`src/hdl/assert_macros.svh`:
```
// ----------------------------------------------------------------------------
// assert_macros.svh
// Assertion macros shared by the walker RTL; empty when synthesizing.
// ----------------------------------------------------------------------------
`ifndef ASSERT_MACROS_SVH
`define ASSERT_MACROS_SVH

`ifndef SYNTHESIS

// same-cycle implication
`define ASSERT_IMPLIES(label, clk, rst, ante, cons) \
   label: assert property (@(posedge clk) disable iff (rst) (ante) |-> (cons)) \
      else $error("assertion failed");

// next-cycle implication
`define ASSERT_NEXT(label, clk, rst, ante, cons) \
   label: assert property (@(posedge clk) disable iff (rst) (ante) |=> (cons)) \
      else $error("assertion failed");

`else

`define ASSERT_IMPLIES(label, clk, rst, ante, cons)
`define ASSERT_NEXT(label, clk, rst, ante, cons)

`endif

`endif

```
`src/hdl/ptw_pkg.sv`:
```
// ----------------------------------------------------------------------------
// ptw_pkg
// Types, codes and field widths of the four-level page-table walker.
// ----------------------------------------------------------------------------
package ptw_pkg;

   localparam int PaWidth    = 52;
   localparam int VaWidth    = 48;
   localparam int PteWidth   = 64;
   localparam int KindWidth  = 2;
   localparam int SizeWidth  = 2;
   localparam int LevelWidth = 2;
   localparam int IdxWidth   = 9;

   localparam int CsrAddrWidth = 3;
   localparam int CsrDataWidth = 32;

   // register indexes (word address = paddr[2])
   localparam logic REG_WALKER_ENABLE = 1'b0;

   // operation codes
   localparam logic OP_START = 1'b0;
   localparam logic OP_ENTRY = 1'b1;

   // entry bits
   localparam int PTE_PRESENT = 0;
   localparam int PTE_USER    = 2;
   localparam int PTE_LARGE   = 7;

   // walk levels: table whose entry is awaited
   localparam logic [LevelWidth-1:0] LEVEL_TOP  = 2'd3;
   localparam logic [LevelWidth-1:0] LEVEL_GIB  = 2'd2;
   localparam logic [LevelWidth-1:0] LEVEL_MIB  = 2'd1;
   localparam logic [LevelWidth-1:0] LEVEL_LEAF = 2'd0;

   typedef enum logic [KindWidth-1:0] {
      KIND_READ   = 2'd0,
      KIND_DONE   = 2'd1,
      KIND_REJECT = 2'd2
   } result_kind_type;

   typedef enum logic [SizeWidth-1:0] {
      SIZE_4K = 2'd0,
      SIZE_2M = 2'd1,
      SIZE_1G = 2'd2
   } mapping_size_type;

   typedef struct packed {
      result_kind_type     kind;
      logic [PaWidth-1:0]  read_address;
      logic [PaWidth-1:0]  physical_address;
      logic                mapped;
      logic                user_accessible;
      mapping_size_type    mapping_size;
   } result_type;

   // nine-bit table index of a virtual address at a level
   function automatic logic [IdxWidth-1:0] entry_index(
      input logic [VaWidth-1:0]    va,
      input logic [LevelWidth-1:0] level
   );
      logic [IdxWidth-1:0] idx;
      case (level)
         LEVEL_TOP: idx = va[47:39];
         LEVEL_GIB: idx = va[38:30];
         LEVEL_MIB: idx = va[29:21];
         default:   idx = va[20:12];
      endcase
      return idx;
   endfunction

endpackage

```
`src/hdl/ptw_if.sv`:
```
// ----------------------------------------------------------------------------
// ptw_if
// Valid/ready channels of the walker: request side and response side.
// ----------------------------------------------------------------------------
interface ptw_req_if;
   logic                           valid;
   logic                           ready;
   logic                           operation;
   logic [ptw_pkg::PaWidth-1:0]    root_table_address;
   logic [ptw_pkg::VaWidth-1:0]    virtual_address;
   logic [ptw_pkg::PteWidth-1:0]   table_entry;

   modport source (output valid, operation, root_table_address, virtual_address,
                   table_entry, input ready);
   modport sink   (input valid, operation, root_table_address, virtual_address,
                   table_entry, output ready);
endinterface

interface ptw_rsp_if;
   logic                           valid;
   logic                           ready;
   logic [ptw_pkg::KindWidth-1:0]  result_kind;
   logic [ptw_pkg::PaWidth-1:0]    read_address;
   logic [ptw_pkg::PaWidth-1:0]    physical_address;
   logic                           mapped;
   logic                           user_accessible;
   logic [ptw_pkg::SizeWidth-1:0]  page_size_code;

   modport source (output valid, result_kind, read_address, physical_address,
                   mapped, user_accessible, page_size_code, input ready);
   modport sink   (input valid, result_kind, read_address, physical_address,
                   mapped, user_accessible, page_size_code, output ready);
endinterface

```
`src/hdl/four_level_page_table_walker.sv`:
```
// ----------------------------------------------------------------------------
// four_level_page_table_walker
// x86-64 style four-level page-table walker, one transaction per cycle unless stalled.
// ----------------------------------------------------------------------------
// Every transaction on req_chan (a walk start or a returned table entry)
// produces exactly one transaction on rsp_chan: a read request for the next
// entry, a finished walk (physical address, mapped, user, page size), or a
// reject for a start while busy or an entry while idle. A transaction is
// accepted every cycle as long as rsp_chan keeps up. The response side is a
// two-entry stage (output register plus skid register), so req_chan.ready
// only drops after two responses back up; that stage is what bounds
// throughput. The walker_enable register (APB, byte address 0) resets to 0
// and must be set before walks can succeed; write it only while the walker
// is idle.
// ----------------------------------------------------------------------------
`include "assert_macros.svh"

module four_level_page_table_walker (
   input  logic                                clock,
   input  logic                                reset,
   ptw_req_if.sink                             req_chan,
   ptw_rsp_if.source                           rsp_chan,
   input  logic                                csr_psel,
   input  logic                                csr_penable,
   input  logic                                csr_pwrite,
   input  logic [ptw_pkg::CsrAddrWidth-1:0]    csr_paddr,
   input  logic [ptw_pkg::CsrDataWidth-1:0]    csr_pwdata,
   output logic [ptw_pkg::CsrDataWidth-1:0]    csr_prdata,
   output logic                                csr_pready
);

   // ---------------------------------------------------------------- CSR ---
   logic enable_ff, enable_in;
   logic csr_write;

   assign csr_pready = 1'b1;
   assign csr_write  = csr_psel & csr_penable & csr_pwrite & csr_pready;

   always_comb begin
      enable_in = enable_ff;
      if (csr_write && csr_paddr[2] == ptw_pkg::REG_WALKER_ENABLE) begin
         enable_in = csr_pwdata[0];
      end
   end

   always_comb begin
      csr_prdata = '0;
      if (csr_paddr[2] == ptw_pkg::REG_WALKER_ENABLE) begin
         csr_prdata[0] = enable_ff;
      end
   end

   always_ff @(posedge clock) begin
      if (reset) begin
         enable_ff <= 1'b0;
      end else begin
         enable_ff <= enable_in;
      end
   end

   // ---------------------------------------------------------- walk state ---
   logic                                 busy_ff, busy_in;
   logic [ptw_pkg::LevelWidth-1:0]       level_ff, level_in;
   logic [ptw_pkg::VaWidth-1:0]          va_ff, va_in;
   logic                                 user_ff, user_in;

   logic                                 accept;
   ptw_pkg::result_type                  res;

   // entry fields
   logic                                 pte_present, pte_user, pte_large;
   logic                                 user_acc;
   logic [ptw_pkg::PteWidth-1:0]         pte;
   logic [ptw_pkg::LevelWidth-1:0]       next_level;

   assign pte         = req_chan.table_entry;
   assign pte_present = pte[ptw_pkg::PTE_PRESENT];
   assign pte_user    = pte[ptw_pkg::PTE_USER];
   assign pte_large   = pte[ptw_pkg::PTE_LARGE];
   assign user_acc    = user_ff & pte_user;
   assign next_level  = level_ff - 2'd1;

   // One pass: decide the response and the next walk state for the
   // transaction at the input.
   always_comb begin
      busy_in  = busy_ff;
      level_in = level_ff;
      va_in    = va_ff;
      user_in  = user_ff;

      res.kind             = ptw_pkg::KIND_DONE;
      res.read_address     = '0;
      res.physical_address = '0;
      res.mapped           = 1'b0;
      res.user_accessible  = 1'b0;
      res.mapping_size     = ptw_pkg::SIZE_4K;

      if (req_chan.operation == ptw_pkg::OP_START) begin
         if (busy_ff) begin
            res.kind = ptw_pkg::KIND_REJECT;
         end else if (!enable_ff || req_chan.root_table_address == '0) begin
            busy_in = 1'b0;     // finished, not mapped
         end else begin
            busy_in  = 1'b1;
            level_in = ptw_pkg::LEVEL_TOP;
            va_in    = req_chan.virtual_address;
            user_in  = 1'b1;
            res.kind = ptw_pkg::KIND_READ;
            // low 12 bits of root dropped; index*8 fits in them, no carry
            res.read_address = {req_chan.root_table_address[51:12],
                                ptw_pkg::entry_index(req_chan.virtual_address,
                                                     ptw_pkg::LEVEL_TOP),
                                3'b000};
         end
      end else begin
         if (!busy_ff) begin
            res.kind = ptw_pkg::KIND_REJECT;
         end else if (!enable_ff || !pte_present) begin
            busy_in = 1'b0;
         end else begin
            user_in = user_acc;
            if (level_ff == ptw_pkg::LEVEL_GIB && pte_large) begin
               busy_in              = 1'b0;
               res.physical_address = {pte[51:30], va_ff[29:0]};
               res.mapped           = 1'b1;
               res.user_accessible  = user_acc;
               res.mapping_size     = ptw_pkg::SIZE_1G;
            end else if (level_ff == ptw_pkg::LEVEL_MIB && pte_large) begin
               busy_in              = 1'b0;
               res.physical_address = {pte[51:21], va_ff[20:0]};
               res.mapped           = 1'b1;
               res.user_accessible  = user_acc;
               res.mapping_size     = ptw_pkg::SIZE_2M;
            end else if (level_ff == ptw_pkg::LEVEL_LEAF) begin
               busy_in              = 1'b0;
               res.physical_address = {pte[51:12], va_ff[11:0]};
               res.mapped           = 1'b1;
               res.user_accessible  = user_acc;
               res.mapping_size     = ptw_pkg::SIZE_4K;
            end else begin
               // table pointer (large bit ignored at the top level)
               level_in         = next_level;
               res.kind         = ptw_pkg::KIND_READ;
               res.read_address = {pte[51:12],
                                   ptw_pkg::entry_index(va_ff, next_level),
                                   3'b000};
            end
         end
      end
   end

   always_ff @(posedge clock) begin
      if (reset) begin
         busy_ff  <= 1'b0;
         level_ff <= ptw_pkg::LEVEL_LEAF;
         va_ff    <= '0;
         user_ff  <= 1'b1;
      end else if (accept) begin
         busy_ff  <= busy_in;
         level_ff <= level_in;
         va_ff    <= va_in;
         user_ff  <= user_in;
      end
   end

   // ------------------------------------------------ response stage -------
   // Output register plus a skid register; input stalls only when the skid
   // register is full.
   logic                 out_valid_ff, out_valid_in;
   logic                 skid_valid_ff, skid_valid_in;
   ptw_pkg::result_type  out_ff, out_in;
   ptw_pkg::result_type  skid_ff, skid_in;
   logic                 pop;

   assign req_chan.ready = ~skid_valid_ff;
   assign accept         = req_chan.valid & req_chan.ready;
   assign pop            = out_valid_ff & rsp_chan.ready;

   always_comb begin
      out_valid_in  = out_valid_ff;
      skid_valid_in = skid_valid_ff;
      out_in        = out_ff;
      skid_in       = skid_ff;
      if (!out_valid_ff || pop) begin
         if (skid_valid_ff) begin
            out_in        = skid_ff;
            out_valid_in  = 1'b1;
            skid_valid_in = 1'b0;
         end else begin
            out_in       = res;
            out_valid_in = accept;
         end
      end else if (accept) begin
         skid_in       = res;
         skid_valid_in = 1'b1;
      end
   end

   always_ff @(posedge clock) begin
      if (reset) begin
         out_valid_ff  <= 1'b0;
         skid_valid_ff <= 1'b0;
      end else begin
         out_valid_ff  <= out_valid_in;
         skid_valid_ff <= skid_valid_in;
      end
   end

   always_ff @(posedge clock) begin
      out_ff  <= out_in;
      skid_ff <= skid_in;
   end

   assign rsp_chan.valid            = out_valid_ff;
   assign rsp_chan.result_kind      = out_ff.kind;
   assign rsp_chan.read_address     = out_ff.read_address;
   assign rsp_chan.physical_address = out_ff.physical_address;
   assign rsp_chan.mapped           = out_ff.mapped;
   assign rsp_chan.user_accessible  = out_ff.user_accessible;
   assign rsp_chan.page_size_code   = out_ff.mapping_size;

   // ----------------------------------------------------------- checks ----
   `ASSERT_IMPLIES(a_skid_behind_out, clock, reset, skid_valid_ff, out_valid_ff)
   `ASSERT_NEXT(a_read_leaves_busy, clock, reset, accept && res.kind == ptw_pkg::KIND_READ, busy_ff)
   `ASSERT_NEXT(a_done_leaves_idle, clock, reset, accept && res.kind == ptw_pkg::KIND_DONE, !busy_ff)
   `ASSERT_IMPLIES(a_top_user_set, clock, reset, busy_ff && level_ff == ptw_pkg::LEVEL_TOP, user_ff)
   `ASSERT_IMPLIES(a_mapped_only_done, clock, reset, out_valid_ff && out_ff.mapped, out_ff.kind == ptw_pkg::KIND_DONE)

endmodule
```
`src/flat_wrapper.sv`:
```
// flat-port wrapper written by rule: the top's interface ports become plain ports
module four_level_page_table_walker_flat 
  (clock, reset, csr_psel, csr_penable, csr_pwrite, csr_paddr, csr_pwdata, csr_prdata, csr_pready, req_chan_valid, req_chan_operation, req_chan_root_table_address, req_chan_virtual_address, req_chan_table_entry, req_chan_ready, rsp_chan_valid, rsp_chan_result_kind, rsp_chan_read_address, rsp_chan_physical_address, rsp_chan_mapped, rsp_chan_user_accessible, rsp_chan_page_size_code, rsp_chan_ready);
  ptw_req_if req_chan_i ();
  ptw_rsp_if rsp_chan_i ();
  input  logic clock;
  input  logic reset;
  input  logic csr_psel;
  input  logic csr_penable;
  input  logic csr_pwrite;
  input  logic [ptw_pkg::CsrAddrWidth-1:0] csr_paddr;
  input  logic [ptw_pkg::CsrDataWidth-1:0] csr_pwdata;
  output logic [ptw_pkg::CsrDataWidth-1:0] csr_prdata;
  output logic csr_pready;
  input wire logic [$bits(req_chan_i.valid)-1:0] req_chan_valid;
  input wire logic [$bits(req_chan_i.operation)-1:0] req_chan_operation;
  input wire logic [$bits(req_chan_i.root_table_address)-1:0] req_chan_root_table_address;
  input wire logic [$bits(req_chan_i.virtual_address)-1:0] req_chan_virtual_address;
  input wire logic [$bits(req_chan_i.table_entry)-1:0] req_chan_table_entry;
  output wire logic [$bits(req_chan_i.ready)-1:0] req_chan_ready;
  output wire logic [$bits(rsp_chan_i.valid)-1:0] rsp_chan_valid;
  output wire logic [$bits(rsp_chan_i.result_kind)-1:0] rsp_chan_result_kind;
  output wire logic [$bits(rsp_chan_i.read_address)-1:0] rsp_chan_read_address;
  output wire logic [$bits(rsp_chan_i.physical_address)-1:0] rsp_chan_physical_address;
  output wire logic [$bits(rsp_chan_i.mapped)-1:0] rsp_chan_mapped;
  output wire logic [$bits(rsp_chan_i.user_accessible)-1:0] rsp_chan_user_accessible;
  output wire logic [$bits(rsp_chan_i.page_size_code)-1:0] rsp_chan_page_size_code;
  input wire logic [$bits(rsp_chan_i.ready)-1:0] rsp_chan_ready;
  assign req_chan_i.valid = req_chan_valid;
  assign req_chan_i.operation = req_chan_operation;
  assign req_chan_i.root_table_address = req_chan_root_table_address;
  assign req_chan_i.virtual_address = req_chan_virtual_address;
  assign req_chan_i.table_entry = req_chan_table_entry;
  assign req_chan_ready = req_chan_i.ready;
  assign rsp_chan_valid = rsp_chan_i.valid;
  assign rsp_chan_result_kind = rsp_chan_i.result_kind;
  assign rsp_chan_read_address = rsp_chan_i.read_address;
  assign rsp_chan_physical_address = rsp_chan_i.physical_address;
  assign rsp_chan_mapped = rsp_chan_i.mapped;
  assign rsp_chan_user_accessible = rsp_chan_i.user_accessible;
  assign rsp_chan_page_size_code = rsp_chan_i.page_size_code;
  assign rsp_chan_i.ready = rsp_chan_ready;
  four_level_page_table_walker u_core (.clock(clock), .reset(reset), .req_chan(req_chan_i), .rsp_chan(rsp_chan_i), .csr_psel(csr_psel), .csr_penable(csr_penable), .csr_pwrite(csr_pwrite), .csr_paddr(csr_paddr), .csr_pwdata(csr_pwdata), .csr_prdata(csr_prdata), .csr_pready(csr_pready));
endmodule
```
`config.mk`:
```
export PLATFORM = sky130hd
export DESIGN_NAME = four_level_page_table_walker_flat
export DESIGN_NICKNAME = d
export VERILOG_FILES = /design/src/hdl/ptw_pkg.sv /design/src/hdl/ptw_if.sv /design/src/hdl/four_level_page_table_walker.sv /design/src/flat_wrapper.sv
export VERILOG_INCLUDE_DIRS = /design/src /design/src/hdl
export SDC_FILE = /design/constraint.sdc
export NUM_CORES = 1
export LEC_CHECK = 0
export ABC_AREA = 0
export ABC_CLOCK_PERIOD_IN_PS = 27600
export BUFFER_PORTS_ARGS = -buffer_cell sky130_fd_sc_hd__buf_2
export CORE_MARGIN = 8
export CORE_UTILIZATION = 30
export DETAILED_ROUTE_END_ITERATION = 8
export PLACE_DENSITY_LB_ADDON = 0.1
export SYNTH_ARGS = -nofsm -noshare
export SYNTH_HDL_FRONTEND = slang
export SYNTH_SLANG_ARGS = --single-unit
```
`constraint.sdc`:
```
create_clock -name clock -period 27.6 [get_ports clock]
set_input_delay 2.76 -clock clock [delete_from_list [all_inputs] [get_ports clock]]
set_output_delay 2.76 -clock clock [all_outputs]
set_load 0.01 [all_outputs]
```
==> metrics.md, run 1 <==
| Metric | Value |
|---|---|
| Outcome | `finished clean` |
| Number of DRC markers in iteration 0 | `486` |
| Worst path slowest cell | `buf_2` |
| Post-synth top area cell | `edfxtp_1` |
| CP dominant cell by count | `buf_2` |
| Num CTS Buffers | `34` |
| Worst setup margin | `21740 ps` |
| Seq/Total Area, Yosys | `64.0%` |
| RSZ-0062 raised after global routing | `no` |
| Core box area | `38600 µm²` |
| Clock share of power | `46.7%` |
| Largest net degree at the start of global routing | `104` |
| Startpoint Class | `input port` |
| Die Wd | `214 µm` |
| Most frequent cells after synthesis | `214 x edfxtp_1, 94 x mux2_2, 58 x o21ai_0` |
| Fin nets | `1326` |
| # DRC | `0` |
| GPL Wtd Cong | `0.758` |
| Worst vdd ir | `0.0000294 V` |
| Initial core utilization | `30.4%` |
| Final Hold Fails | `0` |
| Minimum clock period | `5860 ps` |
| Hold WC Path Type | `register to register` |
| Synth warn | `0` |
| Layout cells sized above 1 | `37.5%` |
| EDFF count, synth | `214` |
| Worst slew pin tran | `1150 ps` |
| Setup TNS | `0 ps` |
| Post-synth ARST share | `0%` |
| Pint | `0.751 mW` |
| Dpl hpwl | `24300 µm` |
| Dpl ws | `21740 ps` |
| Initial antenna violation count | `2` |
| CP Capture Type | `primary output` |
| Leak | `5.91 nW` |
| PD cells | `65.9 nW/µm²` |
| CTS tree | `built` |
| Final wirelength | `35800 µm` |
| CP max FO | `2` |
| Slew HR | `23.2%` |
| Synth top area share | `54.6%` |
| Final Cycle Share | `21.2%` |
| Syn-to-layout area delta | `24.0%` |
| Library cells used by synthesis | `43` |
| Drt pass-1 iters | `5` |
| # setup viols final | `0` |
| Ys flop type | `edfxtp_1` |
| Fmax | `0.171 GHz` |
| Mapped Cells | `866` |
| Reg power frac | `47.2%` |
| Clk slew on worst S/H paths | `50 ps` |
| CTS H-tree depth | `2` |
| Hold_buf cts | `0` |
| Global route total overflow | `0` |
| ANT nets after route | `0` |
| Fillers | `3809` |
| Worst Setup Path Type | `input port to primary output` |
| Top area cells in the synthesized netlist | `edfxtp_1 55%, dfxtp_1 9.4%, mux2_2 9.0%` |
| Placed cells | `1594` |
| Clock Path Buffers | `3` |
| Row cnt | `72` |
| Post-Syn Area | `11800 µm²` |
| Vias in the first global route | `8239` |
| Logic pwr share | `6.2%` |
| Sw frac | `21.9%` |
| Max Slew Vio Count | `0` |
| Post-cts sizing count | `0` |
| Switch Pwr | `0.211 mW` |
| Global-route wire length before repair | `53700 µm` |
| Max-Cap Viols | `0` |
| Root Driver | `clkbuf_16` |
| Worst-Skew Late Latency | `520 ps` |
| Worst Reg-to-Reg Cells | `5` |
| CP required | `24840 ps` |
| Syn Area/Cell | `13.6 µm²` |
| PortBufs | `262` |
| Via count | `7920` |
| CP max stage delay | `140 ps` |
| Die Y | `214 µm` |
| Hold path depth | `2` |
| Boundary pin count | `352` |
| # diodes | `0` |
| Worst path arrival time | `3100 ps` |
| Register bit total from synthesis | `269` |
| Clock skew | `18.4 ps` |
| Worst path cell trace | `buf_2 -> nor2_1 -> buf_2` |
| Via/cell ratio | `4.79` |
| Clock sinks | `269` |
| Most common cell in the netlist | `edfxtp_1` |
| Post-CTS setup repair buffer count | `0` |
| Global-route usage over all layers | `15.1%` |
| Full die area | `45800 µm²` |
| Non-filler cells, final | `1655` |
| Wire per inst | `21.7 µm` |
## state kept, by name, indices dropped and copies added, names as in the netlist
signal and cells:
u_core.busy_ff 1, u_core.enable_ff 1, u_core.level_ff 2, u_core.rsp_chan.mapped 1, u_core.rsp_chan.page_size_code 2, u_core.rsp_chan.physical_address 52
u_core.rsp_chan.read_address 49, u_core.rsp_chan.result_kind 2, u_core.rsp_chan.user_accessible 1, u_core.rsp_chan.valid 1, u_core.skid_ff 107, u_core.skid_valid_ff 1
u_core.user_ff 1, u_core.va_ff 48
## per-layer routing
layer  vias up  routed length [µm]  global-route usage (%)
met1      3919               16700                    20.3
met5         -                  22                       0
met3        45                1800                    4.10
met4         4                 660                    3.77
li1       3722                   -                       -
met2       230               16600                    24.0
## final timing paths
path                        startpoint           endpoint  slack, ps
setup / recovery          csr_paddr[2]      csr_prdata[0]      21740
hold / removal         u_core.va_ff[6]    u_core.va_ff[6]        470
setup reg to reg  u_core.skid_valid_ff  u_core.skid_ff[6]      23920
hold reg to reg        u_core.va_ff[6]    u_core.va_ff[6]        470
## placed cells by master, fill, tap and decap left out, drive strengths merged, types with 2 or more instances in the layout
cell,count
nand2b,49
nor4,11
nand4b,49
a222oi,9
mux2,94
nand2,42
clkinv,4
buf,276
a41oi,2
edfxtp,214
o31ai,12
dfxtp,55
a22o,49
inv,9
conb,35
a21oi,15
and2,35
mux2i,9
bufinv,3
o21ai,62
or4,2
nor2,19
ha,7
nor3,5
and3,3
and4,2
a31o,2
clkbuf,52
## power groups by stage
stage / logic, mW / clock network [mW] / registers (mW)
after floorplan: 0.0252 / 0 / 0.468
after global routing: 0.0647 / 0.482 / 0.455
after detailed placement: 0.0605 / 0 / 0.462
final: 0.0593 / 0.449 / 0.454
after global placement: 0.0609 / 0 / 0.462
after CTS: 0.0606 / 0.466 / 0.454
## area by class of cell
type	count	area (µm²)	area share (%)
Clock inverter	9	123	0.840
Timing Repair Buffer	276	1420	9.70
Sequential cell	269	7530	51.6
Multi-Input combinational cell	523	3840	26.3
Tap cell	518	648	4.44
Clock buffer	52	1000	6.88
Inverter	8	32.5	0.223
## worst max-delay path, delay by kind of cell
| family | cells | cell delay (ps) |
|---|---|---|
| AND/OR/NAND/NOR | 1 | 90 |
| buffers and inverters | 2 | 240 |
## metrics by stage
stage	power [mW]	hold WS [ps]	instance area, µm²	utilization, %
after CTS	0.980	471	14600	37.8
after detailed placement	0.523	461	13500	34.9
after floorplan	0.493	442	11900	-
after global placement	0.523	455	13500	34.9
final	0.962	466	14600	37.8
after global routing	1.00	488	14600	37.8
## cells by family after synthesis
family                     count (synthesis)  share of synthesized area, %
buffers and inverters                    107                          4.65
muxes                                    103                          9.76
other                                      2                        0.0638
and+or+nand+nor                          223                          11.7
adders and majority gates                  7                         0.744
DFF                                      269                          64.0
AOI/OAI and AO/OA                        155                          9.17
Power figures use the tool's default switching activity.
==> run 2: changes to the inputs <==
Settings changed: ABC_AREA 0 to 1, ABC_CLOCK_PERIOD_IN_PS 27600 to 5100.
Clock period 27.6 ns to 5.1 ns, I/O delays scaled along.
==> metrics.md, run 2 <==
| Metric | Value |
|---|---|
| Global route total overflow | `0 (unchanged)` |
| Cell family with most CP delay | `simple AND/OR/NAND/NOR gates (was buffers and inverters)` |
| Synth top area share | `52.8% (was 54.6%)` |
| Syn-to-layout area delta | `22.1% (was 24.0%)` |
| Fin nets | `1723 (was 1326)` |
| Via/cell ratio | `4.41 (was 4.79)` |
| Setup TNS | `0 ps (unchanged)` |
| Vias in the first global route | `9468 (was 8239)` |
| Register bit total from synthesis | `269 (unchanged)` |
| Worst path cell trace | `inv_1 -> ha_1 -> nand2_1 -> nand2_4 -> nor2_1 -> inv_2 -> nor2_8 -> nand2_1 -> o21ai_2 -> nand2_1 -> nand2_1 (was buf_2 -> nor2_1 -> buf_2)` |
| Synth warn | `0 (unchanged)` |
| RSZ-0062 raised after global routing | `no (unchanged)` |
| Worst path arrival time | `3480 ps (was 3100 ps)` |
| EDFF count, synth | `214 (unchanged)` |
| Clk slew on worst S/H paths | `60 ps (was 50 ps)` |
| # setup viols final | `0 (unchanged)` |
| CP dominant cell by count | `nand2_1 (was buf_2)` |
| Final Hold Fails | `0 (unchanged)` |
| Placed standard-cell area | `13800 µm² (was 13500 µm²)` |
| CP max stage delay | `770 ps (was 140 ps)` |
| CTS H-tree depth | `2 (unchanged)` |
| CP max FO | `50 (was 2)` |
| Layout cells sized above 1 | `26.0% (was 37.5%)` |
| Clock skew | `16.6 ps (was 18.4 ps)` |
| Root Driver | `clkbuf_16 (unchanged)` |
| CP required | `5470 ps (was 24840 ps)` |
| Ys flop type | `edfxtp_1 (unchanged)` |
| Core box area | `39900 µm² (was 38600 µm²)` |
| Worst Setup Path Type | `register to register (was input port to primary output)` |
| Minimum clock period | `3110 ps` |
| Hold_ws | `250 ps (was 466 ps)` |
| Commonest cells after routing, fill and taps aside | `508 x nand2_1, 262 x buf_2, 214 x edfxtp_1, 103 x inv_1, 93 x nor2_1 (was 262 x buf_2, 214 x edfxtp_1, 94 x mux2_2, 58 x o21ai_0, 55 x dfxtp_1)` |
| Final Cycle Share | `61.0%` |
| Worst vdd ir | `0.000199 V (was 0.0000294 V)` |
| Max Slew Vio Count | `0 (unchanged)` |
| Dpl hpwl | `25000 µm (was 24300 µm)` |
| Cell area after layout | `14900 µm² (was 14600 µm²)` |
| CP Buf/Inv Count | `2 (unchanged)` |
| PortBufs | `262 (unchanged)` |
| Max-Cap Viols | `0 (unchanged)` |
| Outcome | `finished clean (unchanged)` |
| Post-Syn Area | `12200 µm² (was 11800 µm²)` |
| Worst-Skew Late Latency | `510 ps (was 520 ps)` |
| Biggest register | `u_core.skid_ff (unchanged)` |
| # DRC | `0 (unchanged)` |
| Mapped Cells | `1263 (was 866)` |
| Number of DRC markers in iteration 0 | `600 (was 486)` |
| Row cnt | `73 (was 72)` |
| Slew HR | `35.1% (was 23.2%)` |
| Full die area | `47300 µm² (was 45800 µm²)` |
| Most common cell in the netlist | `nand2_1 (was edfxtp_1)` |
| Post-synth ARST share | `0% (unchanged)` |
| Max FFs per register | `107 (unchanged)` |
| Syn Area/Cell | `9.63 µm² (was 13.6 µm²)` |
| Library cells used by synthesis | `34 (was 43)` |
| Post-synth top area cell | `edfxtp_1 (unchanged)` |
| GPL Wtd Cong | `0.763 (was 0.758)` |
| Global-route wire length before repair | `56900 µm (was 53700 µm)` |
| Num CTS Buffers | `34 (unchanged)` |
| Hold WC Path Type | `input port to register (was register to register)` |
| Top area cells in the synthesized netlist | `edfxtp_1 53%, nand2_1 16%, dfxtp_1 9.0% (was edfxtp_1 55%, dfxtp_1 9.4%, mux2_2 9.0%)` |
| # diodes | `0 (unchanged)` |
| Drt pass-1 iters | `5 (unchanged)` |
| Fmax | `0.321 GHz` |
| Startpoint Class | `register (was input port)` |
| Util after Layout | `37.2% (was 37.8%)` |
| Worst path slowest cell | `nor2_8 (was buf_2)` |
| Leak | `6.71 nW (was 5.91 nW)` |
| Die Wd | `217 µm (was 214 µm)` |
| Post-cts sizing count | `0 (unchanged)` |
| Most frequent cells after synthesis | `509 x nand2_1, 214 x edfxtp_1, 103 x inv_1 (was 214 x edfxtp_1, 94 x mux2_2, 58 x o21ai_0)` |
| Wire per inst | `18.2 µm (was 21.7 µm)` |
| Commonest non-fill, non-tap cell in the layout | `nand2_1 (was buf_2)` |
| Clock sinks | `269 (unchanged)` |
| Global-route usage over all layers | `15.4% (was 15.1%)` |
| Post-CTS setup repair buffer count | `0 (unchanged)` |
| PD cells | `345 nW/µm² (was 65.9 nW/µm²)` |
| Clock Path Buffers | `3 (unchanged)` |
| ANT nets after route | `0 (unchanged)` |
| CTS tree | `built (unchanged)` |
| Via count | `9081 (was 7920)` |
| Worst slew pin tran | `973 ps (was 1150 ps)` |
| Largest net degree at the start of global routing | `65 (was 104)` |
| CP Capture Type | `register (was primary output)` |
| Seq/Total Area, Yosys | `61.9% (was 64.0%)` |
| Initial antenna violation count | `3 (was 2)` |
| Initial core utilization | `30.5% (was 30.4%)` |
| Hold_buf cts | `0 (unchanged)` |
| Die Y | `217 µm (was 214 µm)` |
| Final wirelength | `37500 µm (was 35800 µm)` |
| Boundary pin count | `352 (unchanged)` |
run 2: cell count changes after synthesis, sizes merged, moves of 12 or more:
cell | before | now
a21oi | 15 | 62
a22o | 49 | 0
and2 | 35 | 1
buf | 50 | 72
clkbuf | 49 | 24
inv | 7 | 108
mux2 | 94 | 0
nand2 | 42 | 514
nand2b | 49 | 0
nand4b | 49 | 0
nor2 | 19 | 96
o31ai | 12 | 0
run 2: worst register-to-register path, delay by kind of cell, from the launching register on:
family	cells	cell delay (ps)
and+or+nand+nor	7	2060
DFF	1	350
buffers and inverters	2	240
adders and majority gates	1	190
AOI/OAI and AO/OA	1	150
run 2: final cells by class:
class,count,area (µm²)
Inverter,110,415
Fill cell,4139,25100
Sequential cell,269,7530
Clock buffer,44,952
Multi-Input combinational cell,821,3790
Timing Repair Buffer,273,1390
Tap cell,525,657
Clock inverter,16,121
run 2: cells by family (layout without fill, tap and decap cells):
family	count (synthesis)	count (layout)	synth area share, %
simple gates	632	632	20.3
other cells	2	35	0.0617
buf+inv	206	443	8.33
compound gates	147	147	8.73
flops	269	269	61.9
fa+ha+maj	7	7	0.720
run 2: path summary, 6_finish.rpt:
kind	startpoint	end	slack, ps	cells after the start
min reg2reg	u_core.va_ff[11]	u_core.va_ff[11]	460	2
min	req_chan_virtual_address[20]	u_core.va_ff[20]	250	3
max reg2reg	u_core.level_ff[1]	u_core.rsp_chan.read_address[34]	1990	11
max	u_core.level_ff[1]	u_core.rsp_chan.read_address[34]	1990	11
run 2: per-stage QoR:
| stage | worst slack (ps) | std cells | power [mW] |
|---|---|---|---|
| 3_5_place_dp | 1860 | 1998 | 2.83 |
| 2_1_floorplan | 481 | 1296 | 2.67 |
| 6_report | 1990 | 2058 | 5.13 |
| 5_1_grt | 1660 | 2058 | 5.33 |
| 4_1_cts | 1880 | 2058 | 5.21 |
| 3_3_place_gp | 1840 | 1998 | 2.83 |
run 2: report_power, final:
| part | switching [mW] | internal [mW] |
|---|---|---|
| Sequential | 0.0261 | 2.42 |
| Clock | 0.936 | 1.41 |
| Combinational | 0.221 | 0.107 |
| Total | 1.18 | 3.94 |
run 2: layer usage:
layer	GRT usage, %	part of all wire (%)	vias to the layer above
li1	-	-	4514
met1	20.3	45	4256
met2	25.8	48	263
met4	3.27	1.5	2
met3	3.05	5.5	46
met5	0	0.029	-
